===== src/hdl/bev_pkg.sv =====
`default_nettype none
package bev_pkg;

  localparam int NUM_BUTTONS = 5;
  localparam int BIT_PHASE_A = 5;
  localparam int BIT_PHASE_B = 6;
  localparam int SLOT_SCROLL = 5;
  localparam int SLOT_NONE   = 6;
  localparam int NUM_SLOTS   = 7;

  localparam logic [1:0] KIND_DOWN   = 2'd0;
  localparam logic [1:0] KIND_UP     = 2'd1;
  localparam logic [1:0] KIND_SCROLL = 2'd2;
  localparam logic [1:0] KIND_NONE   = 2'd3;

  localparam logic [1:0] PEND_NONE = 2'd0;
  localparam logic [1:0] PEND_A    = 2'd1;
  localparam logic [1:0] PEND_B    = 2'd2;

  localparam logic [2:0] CODE_SELECT = 3'd0;
  localparam logic [2:0] CODE_DOWN   = 3'd1;
  localparam logic [2:0] CODE_RIGHT  = 3'd2;
  localparam logic [2:0] CODE_UP     = 3'd3;
  localparam logic [2:0] CODE_LEFT   = 3'd4;

  localparam logic DIR_CW  = 1'b0;
  localparam logic DIR_CCW = 1'b1;

  typedef struct packed {
    logic [NUM_BUTTONS-1:0] btn_mask;
    logic [NUM_BUTTONS-1:0] btn_up;
    logic                   scroll;
    logic                   scroll_dir;
    logic                   remap;
  } job_t;

  function automatic logic [2:0] rotated_code(input logic [2:0] pin_idx);
    logic [2:0] code;
    code = CODE_SELECT;
    unique case (pin_idx)
      CODE_SELECT: code = CODE_SELECT;
      CODE_DOWN:   code = CODE_RIGHT;
      CODE_RIGHT:  code = CODE_UP;
      CODE_UP:     code = CODE_LEFT;
      CODE_LEFT:   code = CODE_DOWN;
      default:     code = CODE_SELECT;
    endcase
    return code;
  endfunction

endpackage
`default_nettype wire


===== src/hdl/bev_front.sv =====
`default_nettype none
module bev_front #(
  parameter int PIN_WIDTH = 8
) (
  input  wire logic                 clk,
  input  wire logic                 rst,
  input  wire logic                 accept,
  input  wire logic [PIN_WIDTH-1:0] pin_word,
  input  wire logic                 remap,
  output bev_pkg::job_t             job
);

  logic [PIN_WIDTH-1:0] previous_pins;
  logic [1:0]           pending_phase;
  logic [1:0]           pending_phase_next;
  logic [PIN_WIDTH-1:0] changes;
  logic                 ch_a;
  logic                 ch_b;

  assign changes = previous_pins ^ pin_word;
  assign ch_a    = changes[bev_pkg::BIT_PHASE_A];
  assign ch_b    = changes[bev_pkg::BIT_PHASE_B];

  always_comb begin
    job.btn_mask   = changes[bev_pkg::NUM_BUTTONS-1:0];
    job.btn_up     = pin_word[bev_pkg::NUM_BUTTONS-1:0];
    job.remap      = remap;
    job.scroll     = 1'b0;
    job.scroll_dir = bev_pkg::DIR_CW;
    pending_phase_next = pending_phase;
    if (ch_a || ch_b) begin
      if (pending_phase != bev_pkg::PEND_NONE) begin
        if (pending_phase == bev_pkg::PEND_A && ch_b) begin
          job.scroll = 1'b1;
        end else if (pending_phase == bev_pkg::PEND_B && ch_a) begin
          job.scroll     = 1'b1;
          job.scroll_dir = bev_pkg::DIR_CCW;
        end
        pending_phase_next = bev_pkg::PEND_NONE;
      end else begin
        pending_phase_next = ch_a ? bev_pkg::PEND_A : bev_pkg::PEND_B;
      end
    end
  end

  always_ff @(posedge clk) begin
    if (rst) begin
      previous_pins <= '1;
      pending_phase <= bev_pkg::PEND_NONE;
    end else if (accept) begin
      previous_pins <= pin_word;
      pending_phase <= pending_phase_next;
    end
  end

endmodule
`default_nettype wire


===== src/hdl/bev_queue.sv =====
`default_nettype none
module bev_queue (
  input  wire logic          clk,
  input  wire logic          rst,
  input  wire logic          push,
  input  wire bev_pkg::job_t push_job,
  output logic               full,
  input  wire logic          pop,
  output logic               q_valid,
  output bev_pkg::job_t      q_job
);

  localparam int DEPTH = 2;
  localparam int PW    = $clog2(DEPTH);
  localparam int CW    = $clog2(DEPTH + 1);

  bev_pkg::job_t     slots [DEPTH];
  logic [PW-1:0]     wr_ptr;
  logic [PW-1:0]     rd_ptr;
  logic [CW-1:0]     count;
  logic              do_push;
  logic              do_pop;

  assign full    = (count == CW'(DEPTH));
  assign q_valid = (count != '0);
  assign q_job   = slots[rd_ptr];
  assign do_push = push && !full;
  assign do_pop  = pop && q_valid;

  always_ff @(posedge clk) begin
    if (do_push) begin
      slots[wr_ptr] <= push_job;
    end
  end

  always_ff @(posedge clk) begin
    if (rst) begin
      wr_ptr <= '0;
      rd_ptr <= '0;
      count  <= '0;
    end else begin
      if (do_push) begin
        wr_ptr <= (wr_ptr == PW'(DEPTH - 1)) ? '0 : wr_ptr + 1'b1;
      end
      if (do_pop) begin
        rd_ptr <= (rd_ptr == PW'(DEPTH - 1)) ? '0 : rd_ptr + 1'b1;
      end
      if (do_push && !do_pop) begin
        count <= count + 1'b1;
      end else if (do_pop && !do_push) begin
        count <= count - 1'b1;
      end
    end
  end

endmodule
`default_nettype wire


===== src/hdl/bev_back.sv =====
`default_nettype none
module bev_back (
  input  wire logic          clk,
  input  wire logic          rst,
  input  wire logic          q_valid,
  input  wire bev_pkg::job_t q_job,
  output logic               pop,
  output logic               out_valid,
  input  wire logic          out_stall,
  output logic [1:0]         event_kind,
  output logic [2:0]         button_code,
  output logic               scroll_dir,
  output logic               last_event
);

  logic [bev_pkg::NUM_SLOTS-1:0]   work_mask;
  logic [bev_pkg::NUM_SLOTS-1:0]   work_mask_next;
  logic [bev_pkg::NUM_SLOTS-1:0]   rest;
  logic [bev_pkg::NUM_SLOTS-1:0]   load_mask;
  logic [bev_pkg::NUM_BUTTONS-1:0] work_up;
  logic                            work_dir;
  logic                            work_remap;
  logic [2:0]                      idx;
  logic                            advance;
  logic                            emit;
  logic                            finishing;
  logic [1:0]                      kind_sel;
  logic [2:0]                      code_sel;
  logic                            dir_sel;

  assign advance   = !out_valid || !out_stall;
  assign emit      = (work_mask != '0) && advance;
  assign finishing = emit && (rest == '0);
  assign pop       = q_valid && ((work_mask == '0) || finishing);
  assign load_mask = {(q_job.btn_mask == '0) && !q_job.scroll, q_job.scroll, q_job.btn_mask};

  // lowest pending slot goes first
  always_comb begin
    idx = 3'(bev_pkg::NUM_SLOTS - 1);
    for (int i = bev_pkg::NUM_SLOTS - 1; i >= 0; i--) begin
      if (work_mask[i]) begin
        idx = 3'(i);
      end
    end
    rest = work_mask & ~(bev_pkg::NUM_SLOTS'(1) << idx);
  end

  always_comb begin
    kind_sel = bev_pkg::KIND_NONE;
    code_sel = bev_pkg::CODE_SELECT;
    dir_sel  = bev_pkg::DIR_CW;
    if (idx == 3'(bev_pkg::SLOT_SCROLL)) begin
      kind_sel = bev_pkg::KIND_SCROLL;
      dir_sel  = work_dir;
    end else if (idx < 3'(bev_pkg::NUM_BUTTONS)) begin
      kind_sel = work_up[idx] ? bev_pkg::KIND_UP : bev_pkg::KIND_DOWN;
      code_sel = work_remap ? bev_pkg::rotated_code(idx) : idx;
    end
  end

  always_comb begin
    work_mask_next = work_mask;
    if (pop) begin
      work_mask_next = load_mask;
    end else if (emit) begin
      work_mask_next = rest;
    end
  end

  always_ff @(posedge clk) begin
    if (pop) begin
      work_up    <= q_job.btn_up;
      work_dir   <= q_job.scroll_dir;
      work_remap <= q_job.remap;
    end
    if (emit) begin
      event_kind  <= kind_sel;
      button_code <= code_sel;
      scroll_dir  <= dir_sel;
      last_event  <= (rest == '0);
    end
  end

  always_ff @(posedge clk) begin
    if (rst) begin
      work_mask <= '0;
      out_valid <= 1'b0;
    end else begin
      work_mask <= work_mask_next;
      if (advance) begin
        out_valid <= emit;
      end
    end
  end

endmodule
`default_nettype wire


===== src/hdl/button_events_and_rotary_decoder.sv =====
// throughput: one result per cycle while out_stall is low; a sample gives max(1, events) results, at most 6
// the back end's serializer sets the rate; a 2-entry queue lets front and back stall apart
// reset (synchronous): previous pins all ones, no phase pending, arrow remap on,
// queue and output register empty
`default_nettype none
module button_events_and_rotary_decoder #(
  parameter int PIN_WIDTH = 8
) (
  input  wire logic                 clk,
  input  wire logic                 rst,
  input  wire logic                 in_valid,
  output logic                      in_stall,
  input  wire logic [PIN_WIDTH-1:0] pin_word,
  input  wire logic                 cfg_valid,
  output logic                      cfg_ready,
  input  wire logic                 cfg_data,
  output logic                      out_valid,
  input  wire logic                 out_stall,
  output logic [1:0]                event_kind,
  output logic [2:0]                button_code,
  output logic                      scroll_dir,
  output logic                      last_event
);

  logic          remap_arrows;
  logic          accept;
  logic          q_full;
  logic          q_valid;
  logic          pop;
  bev_pkg::job_t front_job;
  bev_pkg::job_t q_job;

  assign cfg_ready = 1'b1;
  assign in_stall  = q_full;
  assign accept    = in_valid && !in_stall;

  always_ff @(posedge clk) begin
    if (rst) begin
      remap_arrows <= 1'b1;
    end else if (cfg_valid && cfg_ready) begin
      remap_arrows <= cfg_data;
    end
  end

  bev_front #(.PIN_WIDTH(PIN_WIDTH)) u_front (
    .clk      (clk),
    .rst      (rst),
    .accept   (accept),
    .pin_word (pin_word),
    .remap    (remap_arrows),
    .job      (front_job)
  );

  bev_queue u_queue (
    .clk      (clk),
    .rst      (rst),
    .push     (accept),
    .push_job (front_job),
    .full     (q_full),
    .pop      (pop),
    .q_valid  (q_valid),
    .q_job    (q_job)
  );

  bev_back u_back (
    .clk         (clk),
    .rst         (rst),
    .q_valid     (q_valid),
    .q_job       (q_job),
    .pop         (pop),
    .out_valid   (out_valid),
    .out_stall   (out_stall),
    .event_kind  (event_kind),
    .button_code (button_code),
    .scroll_dir  (scroll_dir),
    .last_event  (last_event)
  );

endmodule
`default_nettype wire


===== config.mk =====
export PLATFORM = sky130hd
export DESIGN_NAME = button_events_and_rotary_decoder
export DESIGN_NICKNAME = d
export VERILOG_FILES = /design/src/hdl/bev_pkg.sv /design/src/hdl/bev_front.sv /design/src/hdl/bev_queue.sv /design/src/hdl/bev_back.sv /design/src/hdl/button_events_and_rotary_decoder.sv
export SDC_FILE = /design/constraint.sdc
export NUM_CORES = 1
export LEC_CHECK = 0
export ABC_AREA = 1
export ABC_CLOCK_PERIOD_IN_PS = 1900
export BUFFER_PORTS_ARGS = -buffer_cell sky130_fd_sc_hd__buf_2
export CAP_MARGIN = 25
export CORE_MARGIN = 1.5
export CORE_UTILIZATION = 53
export CTS_CLUSTER_SIZE = 14
export DETAILED_ROUTE_END_ITERATION = 8
export PLACE_DENSITY = 0.81
export SETUP_SLACK_MARGIN = 0.2
export SLEW_MARGIN = 20
export SYNTH_ARGS = -nofsm -noshare
export SYNTH_HDL_FRONTEND = slang
export SYNTH_SLANG_ARGS = --single-unit

===== constraint.sdc =====
create_clock -name clk -period 1.9 [get_ports clk]
set_input_delay 0.19 -clock clk [delete_from_list [all_inputs] [get_ports clk]]
set_output_delay 0.19 -clock clk [all_outputs]
set_load 0.005 [all_outputs]

-- Yosys cells after proc, flatten, opt, wreduce, memory -nomap -nowiden
Memories as Yosys holds them, arrays and structs flattened. A register that Yosys moved wholly into a read port is not among the register bits.
Cells that the tools add are included.
- word-level logic and storage cells: 95
- RAM bits: 26
- input bits: 14
- flip-flop bits (word level): 36
- output and inout port bits: 10
- memories kept: 1
- bitwise gates (word level): 4
- shift operators: 1
- add/subtract/negate cells: 4
- reductions and logical operators: 30
- multiplexer cells: 29
- $lt $le $gt $ge: 2
- eq/ne operators: 8
- memories (name ; depth ; bits a word ; read ports ; clocked after Yosys merged registers in ; write ports ; RTL line ; text):
    u_queue.slots ; 2 ; 13 ; 1 ; 1 ; 1 ; bev_queue.sv:17 ; bev_pkg::job_t slots [DEPTH];
- operators with widths (operator ; count):
    two-way mux 2 bit ; 9
    two-way mux 3 bit ; 5
    zero test 7 bit ; 2
    two-way mux 7 bit ; 2
    case mux 3 bit (4 select lines) ; 1
    logical AND 1 bit ; 11
    two-way mux 1 bit ; 11
    nonzero test 2 bit ; 4
    AND 7 bit ; 1
    inverter 7 bit ; 1
    nonzero test 7 bit ; 1
    left shift 1 x 3 -> 7 bit, first input constant ; 1
    XOR 7 bit ; 1
    == test 3 x 2 -> 1 bit, second input constant ; 2
    == test 3 bit, second input constant ; 2
    zero test 1 bit ; 6
    zero test 5 bit ; 1
    == test 2 bit, second input constant ; 2
    < comparator 3 x 4 -> 1 bit, second input constant ; 1
    binary-select mux 1 bit (select 3 bit) ; 1
    == test 3 x 1 -> 1 bit, second input constant ; 1
    logical OR 1 bit ; 3
    < comparator 3 bit, second input constant ; 1
    adder 1 bit, second input constant ; 2
    6 further kinds ; 6

-- Logic depth before layout (Yosys ltp)
- word-level depth: 17
- depth in mapped cells: 16
- mapped depth without buffers: 15

-- Cells and area by module
A second synthesis with hierarchy kept.
- cell total of the unflattened synthesis: 286
- area total of the unflattened synthesis: 2867.8 sq um
- by module, submodules not included (module ; times used ; cells an instance ; area an instance (sq um) ; seq. area each (sq um)):
    bev_queue ; 1 ; 77 ; 1182.4 ; 880.8
    bev_back ; 1 ; 128 ; 1121.1 ; 580.6
    bev_front ; 1 ; 71 ; 498.0 ; 180.2
    button_events_and_rotary_decoder ; 1 ; 10 ; 66.3 ; 20.0

-- Worst setup path before layout
No wires, ideal clock.
- path type: register to register
- start: register u_back.work_mask[4] in the netlist's numbering
- end: register u_queue.count[1]
- arrival time: 1.958 ns
- setup slack: -0.180 ns
- cell stages (with the launch flop): 15
- buffers on the path: 1
- cell sequence: dfxtp_1 > nor2_2 > nand3_2 > nand2_1 > nand2_1 > nor2_2 > nand4_2 > nand2_2 > buf_6 > inv_1 > ha_1 > a21oi_1 > o21ai_0 > o21ai_0 > a21oi_1
- cells in the longest elaborated chain, start to end: 16
- RTL lines (element ; RTL line ; text):
    start: declaration ; bev_back.sv:16 ; logic [bev_pkg::NUM_SLOTS-1:0] work_mask;
    start signal: assignment ; bev_back.sv:89 ; work_mask <= work_mask_next;
    two-way mux 2 bit ; bev_back.sv:41 ; if (work_mask[i]) begin
    two-way mux 3 bit (4 in series) ; bev_back.sv:41 ;
    left shift 1 x 3 -> 7 bit ; bev_back.sv:45 ; rest = work_mask & ~(bev_pkg::NUM_SLOTS'(1) << idx);
    inverter 7 bit ; bev_back.sv:45 ;
    AND 7 bit ; bev_back.sv:45 ;
    zero test 7 bit ; bev_back.sv:33 ; assign finishing = emit && (rest == '0);
    logical AND 1 bit ; bev_back.sv:33 ;
    logical OR 1 bit * ; bev_back.sv:34 ; assign pop = q_valid && ((work_mask == '0) || finishing);
    logical AND 1 bit * ; bev_back.sv:34 ;
    net pop ; button_events_and_rotary_decoder.sv:29 ; logic pop;
    logical AND 1 bit * ; bev_queue.sv:28 ; assign do_pop = pop && q_valid;
    zero test 1 bit ; bev_queue.sv:48 ; if (do_push && !do_pop) begin
    logical AND 1 bit ; bev_queue.sv:48 ;
    two-way mux 2 bit or nonzero test 2 bit (tied branches) ; n/a ;
    end signal: assignment ; bev_queue.sv:49 ; count <= count + 1'b1;
    end signal: assignment ; bev_queue.sv:51 ; count <= count - 1'b1;
    end: declaration ; bev_queue.sv:20 ; logic [CW-1:0] count;
The timed path passes the listed nets; every way through them passes the cells marked *.
A chain may end at the register's enable or synchronous reset.

-- Worst setup path in the final report
- start: register u_back.work_mask[5] in the netlist's numbering
- end: register u_queue.count[1]
- cells in the longest elaborated chain, start to end: 17
- RTL lines (element ; RTL line):
    two-way mux 2 bit (2 in series) ; bev_back.sv:41
    two-way mux 3 bit (4 in series) ; bev_back.sv:41
    left shift 1 x 3 -> 7 bit ; bev_back.sv:45
    inverter 7 bit ; bev_back.sv:45
    AND 7 bit ; bev_back.sv:45
    zero test 7 bit ; bev_back.sv:33
    logical AND 1 bit ; bev_back.sv:33
    logical OR 1 bit * ; bev_back.sv:34
    logical AND 1 bit * ; bev_back.sv:34
    logical AND 1 bit * ; bev_queue.sv:28
    zero test 1 bit ; bev_queue.sv:48
    logical AND 1 bit ; bev_queue.sv:48
    two-way mux 2 bit or nonzero test 2 bit (tied branches) ; n/a
Mark *: on every way between the ends. The rest lies on a longest branch, timed or not.

==> results.py <==
metrics = {
    "detailed_routing": {
        "wl_per_cell_um": 13.6,
        "drtIter0Drc": 143,
        "via_per_inst": 5.08,
        "drt_wl_total_mm": 5.31,
        "drtAntennaViolNets": 0,
        "drc": 0,
        "num_vias": 1983,
        "drt_first_pass_iters": 4,
    },
    "grt": {
        "antenna_found_initial": 0,
        "grt_pass1_wl_mm": 8.48,
        "grt_pass1_vias": 1960,
        "overflow": 0,
        "grt_max_degree": 18,
        "grt.total_usage_pct": 21.3,
    },
    "yosys": {
        "ys_types": 33,
        "syn_area_sq_mm": 0.00270,
        "synth.most_common_cell": "nand2_1",
        "synth-edff-count": 40,
        "ys_async_sr_fraction_pct": 0,
        "ys_ff_latch": 63,
        "yosysWarnings": 0,
        "synth_commonest_cells": "nand2_1, edfxtp_1, inv_1",
        "synth_top_area_share_pct": 44.5,
        "synth-seq-area-share_pct": 61.6,
        "syn_inst": 277,
        "yosys-top-cells-area": "edfxtp_1, dfxtp_1, nand2_1, inv_1, nand3_1",
        "syn_nets": 292,
        "yosysTopAreaCell": "edfxtp_1",
        "synth_area_per_cell_sq_um": 9.74,
        "synth_top_flop_cell": "edfxtp_1",
    },
    "floorplanning": {
        "die_area_sq_mm": 0.00553,
        "pin_count": 24,
        "die_w_um": 74.3,
        "initial_core_util_pct": 56.0,
        "core_area_sq_mm": 0.00482,
        "placementRows": 25,
        "fp.dieH_um": 74.3,
    },
    "layout": {
        "layout-area-overhead-vs-synth_pct": 22.7,
        "num_antenna_cells": 0,
        "layoutNonFillerInstCount": 390,
        "layout-drive-gt1-share_pct": 26.6,
        "final_net_count": 333,
    },
    "timing": {
        "setup_tns_ns": 0,
        "hold_viol": 0,
        "finalSetupViolCount": 0,
        "fmax_ghz": 0.532,
        "slew_viol_final": 0,
        "rsz0062_at_grt": "yes",
        "finalWorstSetupSlack_ns": 0.0218,
        "fin_skew_ns": 0.00537,
        "timing.final.crit_share_pct": 98.9,
        "finalCriticalPeriod_ns": 1.88,
        "fin_hold_ws_ns": 0.0522,
    },
    "clocking": {
        "htree_levels": 3,
        "clk_latency_ns": 0.34,
        "cts_buffers": 9,
        "clock-sinks": 63,
        "cts-root-buf": "clkbuf_8",
        "cts_buffer_depth": 2,
        "tritoncts": "done",
        "clk_pin_slew_ns": 0.07,
    },
    "power": {
        "p_leak_nw": 1.42,
        "max-vdd-ir-drop_mv": 0.770,
        "powerDensity_mw_per_mm2": 1790,
    },
    "worst_setup_path": {
        "critical_path_class": "register to register",
        "reg2reg_slack_ns": 0.02,
        "worstReg2RegStart": "u_back.work_mask[5]",
        "r2r_end": "u_queue.count[1]",
        "crit_arrival_ns": 2.10,
        "reg2reg_depth": 13,
        "crit_required_ns": 2.13,
        "worstSetupEndpointType": "register",
        "crit_path_start_kind": "register",
        "crit_path_max_fanout": 4,
    },
    "worst_hold_path": {
        "hold_path.class": "input pin to register",
        "hold_start": "cfg_valid",
        "min_path_cells": 2,
        "min_to": "remap_arrows",
    },
    "run": {
        "max_cap_violations": 0,
    },
    "placement": {
        "dpl_worst_slack_ns": -0.0128,
        "port_buffers": 21,
        "dp_hpwl_mm": 3.49,
        "placedCellCount": 368,
        "place_congestion": 0.816,
    },
    "outcome": {
        "status": "complete, no violations",
    },
}
[cell families (layout without fill, tap and decap cells)]
logic type	count (synthesis)	after routing	synth area share (%)
adder cells (fa/ha/maj)	1	1	0.464
AND/OR/NAND/NOR	126	126	21.1
buffers and inverters	36	82	5.47
XOR/XNOR	8	8	2.60
AO/OA/AOI/OAI	41	41	8.30
flip-flops	63	63	61.6
other	1	1	0.139
multiplexers	1	1	0.371
[through the flow]
stage / utilization [%] / power, W / area, sq um
after floorplan: - / 0.00370 / 2720
after detailed placement: 61.2 / 0.00424 / 2950
final: 68.7 / 0.00592 / 3310
after global placement: 61.2 / 0.00415 / 2950
after global routing: 68.7 / 0.00630 / 3310
after CTS: 67.4 / 0.00576 / 3250
[layout by cell type, fill, tap and decap left out, types with 2 or more instances in the layout]
cell,n
a21oi_1,16
xor2_1,7
buf_4,15
nand2_4,2
edfxtp_1,40
o21ai_2,3
nand2_2,7
bufinv_16,2
nor2_4,5
nand3_1,19
inv_2,3
nor3_1,3
buf_2,21
nor2_2,2
dfxtp_2,3
dfxtp_1,17
inv_1,26
nand2_1,73
a31oi_1,5
clkbuf_8,13
o21ai_1,2
nor2_1,11
o21ai_0,10
dfxtp_4,3
[layer usage]
layer  GRT usage [%]  up-vias  routed length, um
met4            13.1        0                161
met1            22.4      920               2220
met3            6.37       15                207
met5               0        -                  0
li1                -     1004                  -
met2            37.3       44               2720
[final cells by class]
type                            count  area (sq um)
Sequential cell                    63          1680
Fill cell                         355          1510
Multi-Input combinational cell    178           960
Timing Repair Buffer               37           238
Clock buffer                       14           183
Inverter                           29           109
Tap cell                           67          83.8
Clock inverter                      2          60.1
[worst max-delay path by stage]
stage,from,end,slack (ns),depth (start not counted)
2_1_floorplan,u_back.work_mask[3],u_queue.count[1],-0.06,14
3_3_place_gp,u_back.work_mask[5],u_back.work_mask[3],0.02,9
3_5_place_dp,u_back.work_mask[5],u_back.work_mask[4],-0.01,10
4_1_cts,u_back.work_mask[2],u_queue.count[1],0.05,13
5_1_grt,u_back.work_mask[4],u_queue.count[1],-0.09,15
6_report,u_back.work_mask[5],u_queue.count[1],0.02,13
[where the power goes]
part | switching (W) | leakage (nW) | internal [W]
combinational | 0.00142 | 0.725 | 0.000914
clock | 0.000498 | 0.123 | 0.000883
sequential | 0.000211 | 0.573 | 0.00200
[registers in the layout, indices dropped and copies added (netlist names), 2 cells and up, named ones only]
name                   cells
u_front.pending_phase      2
u_queue.slots             26
u_queue.count              2
u_front.previous_pins      7
u_back.event_kind          2
u_back.button_code         3
u_back.work_mask           7
u_back.work_up             5
[worst max-delay path: stages, from the launching register on]
cell and delay (ns):
dfxtp_2 0.41, nor2_4 0.06, buf_12 0.12, nor2_4 0.12, nand2_2 0.09, a21oi_4 0.17, nand4_4 0.10, nand2_2 0.09
inv_2 0.04, ha_4 0.21, a21oi_2 0.11, o21ai_2 0.07, o21ai_1 0.12, a21oi_1 0.05
[what timing repair did]
action / 4_1_cts / 5_1_grt
pin swaps: 9 / 2
endpoints found under the setup margin: 18 / 19
gates resized for setup: 9 / 10
setup buffers: 5 / 1
hold buffers: 0 / 0
Power figures use the tool's default switching activity.
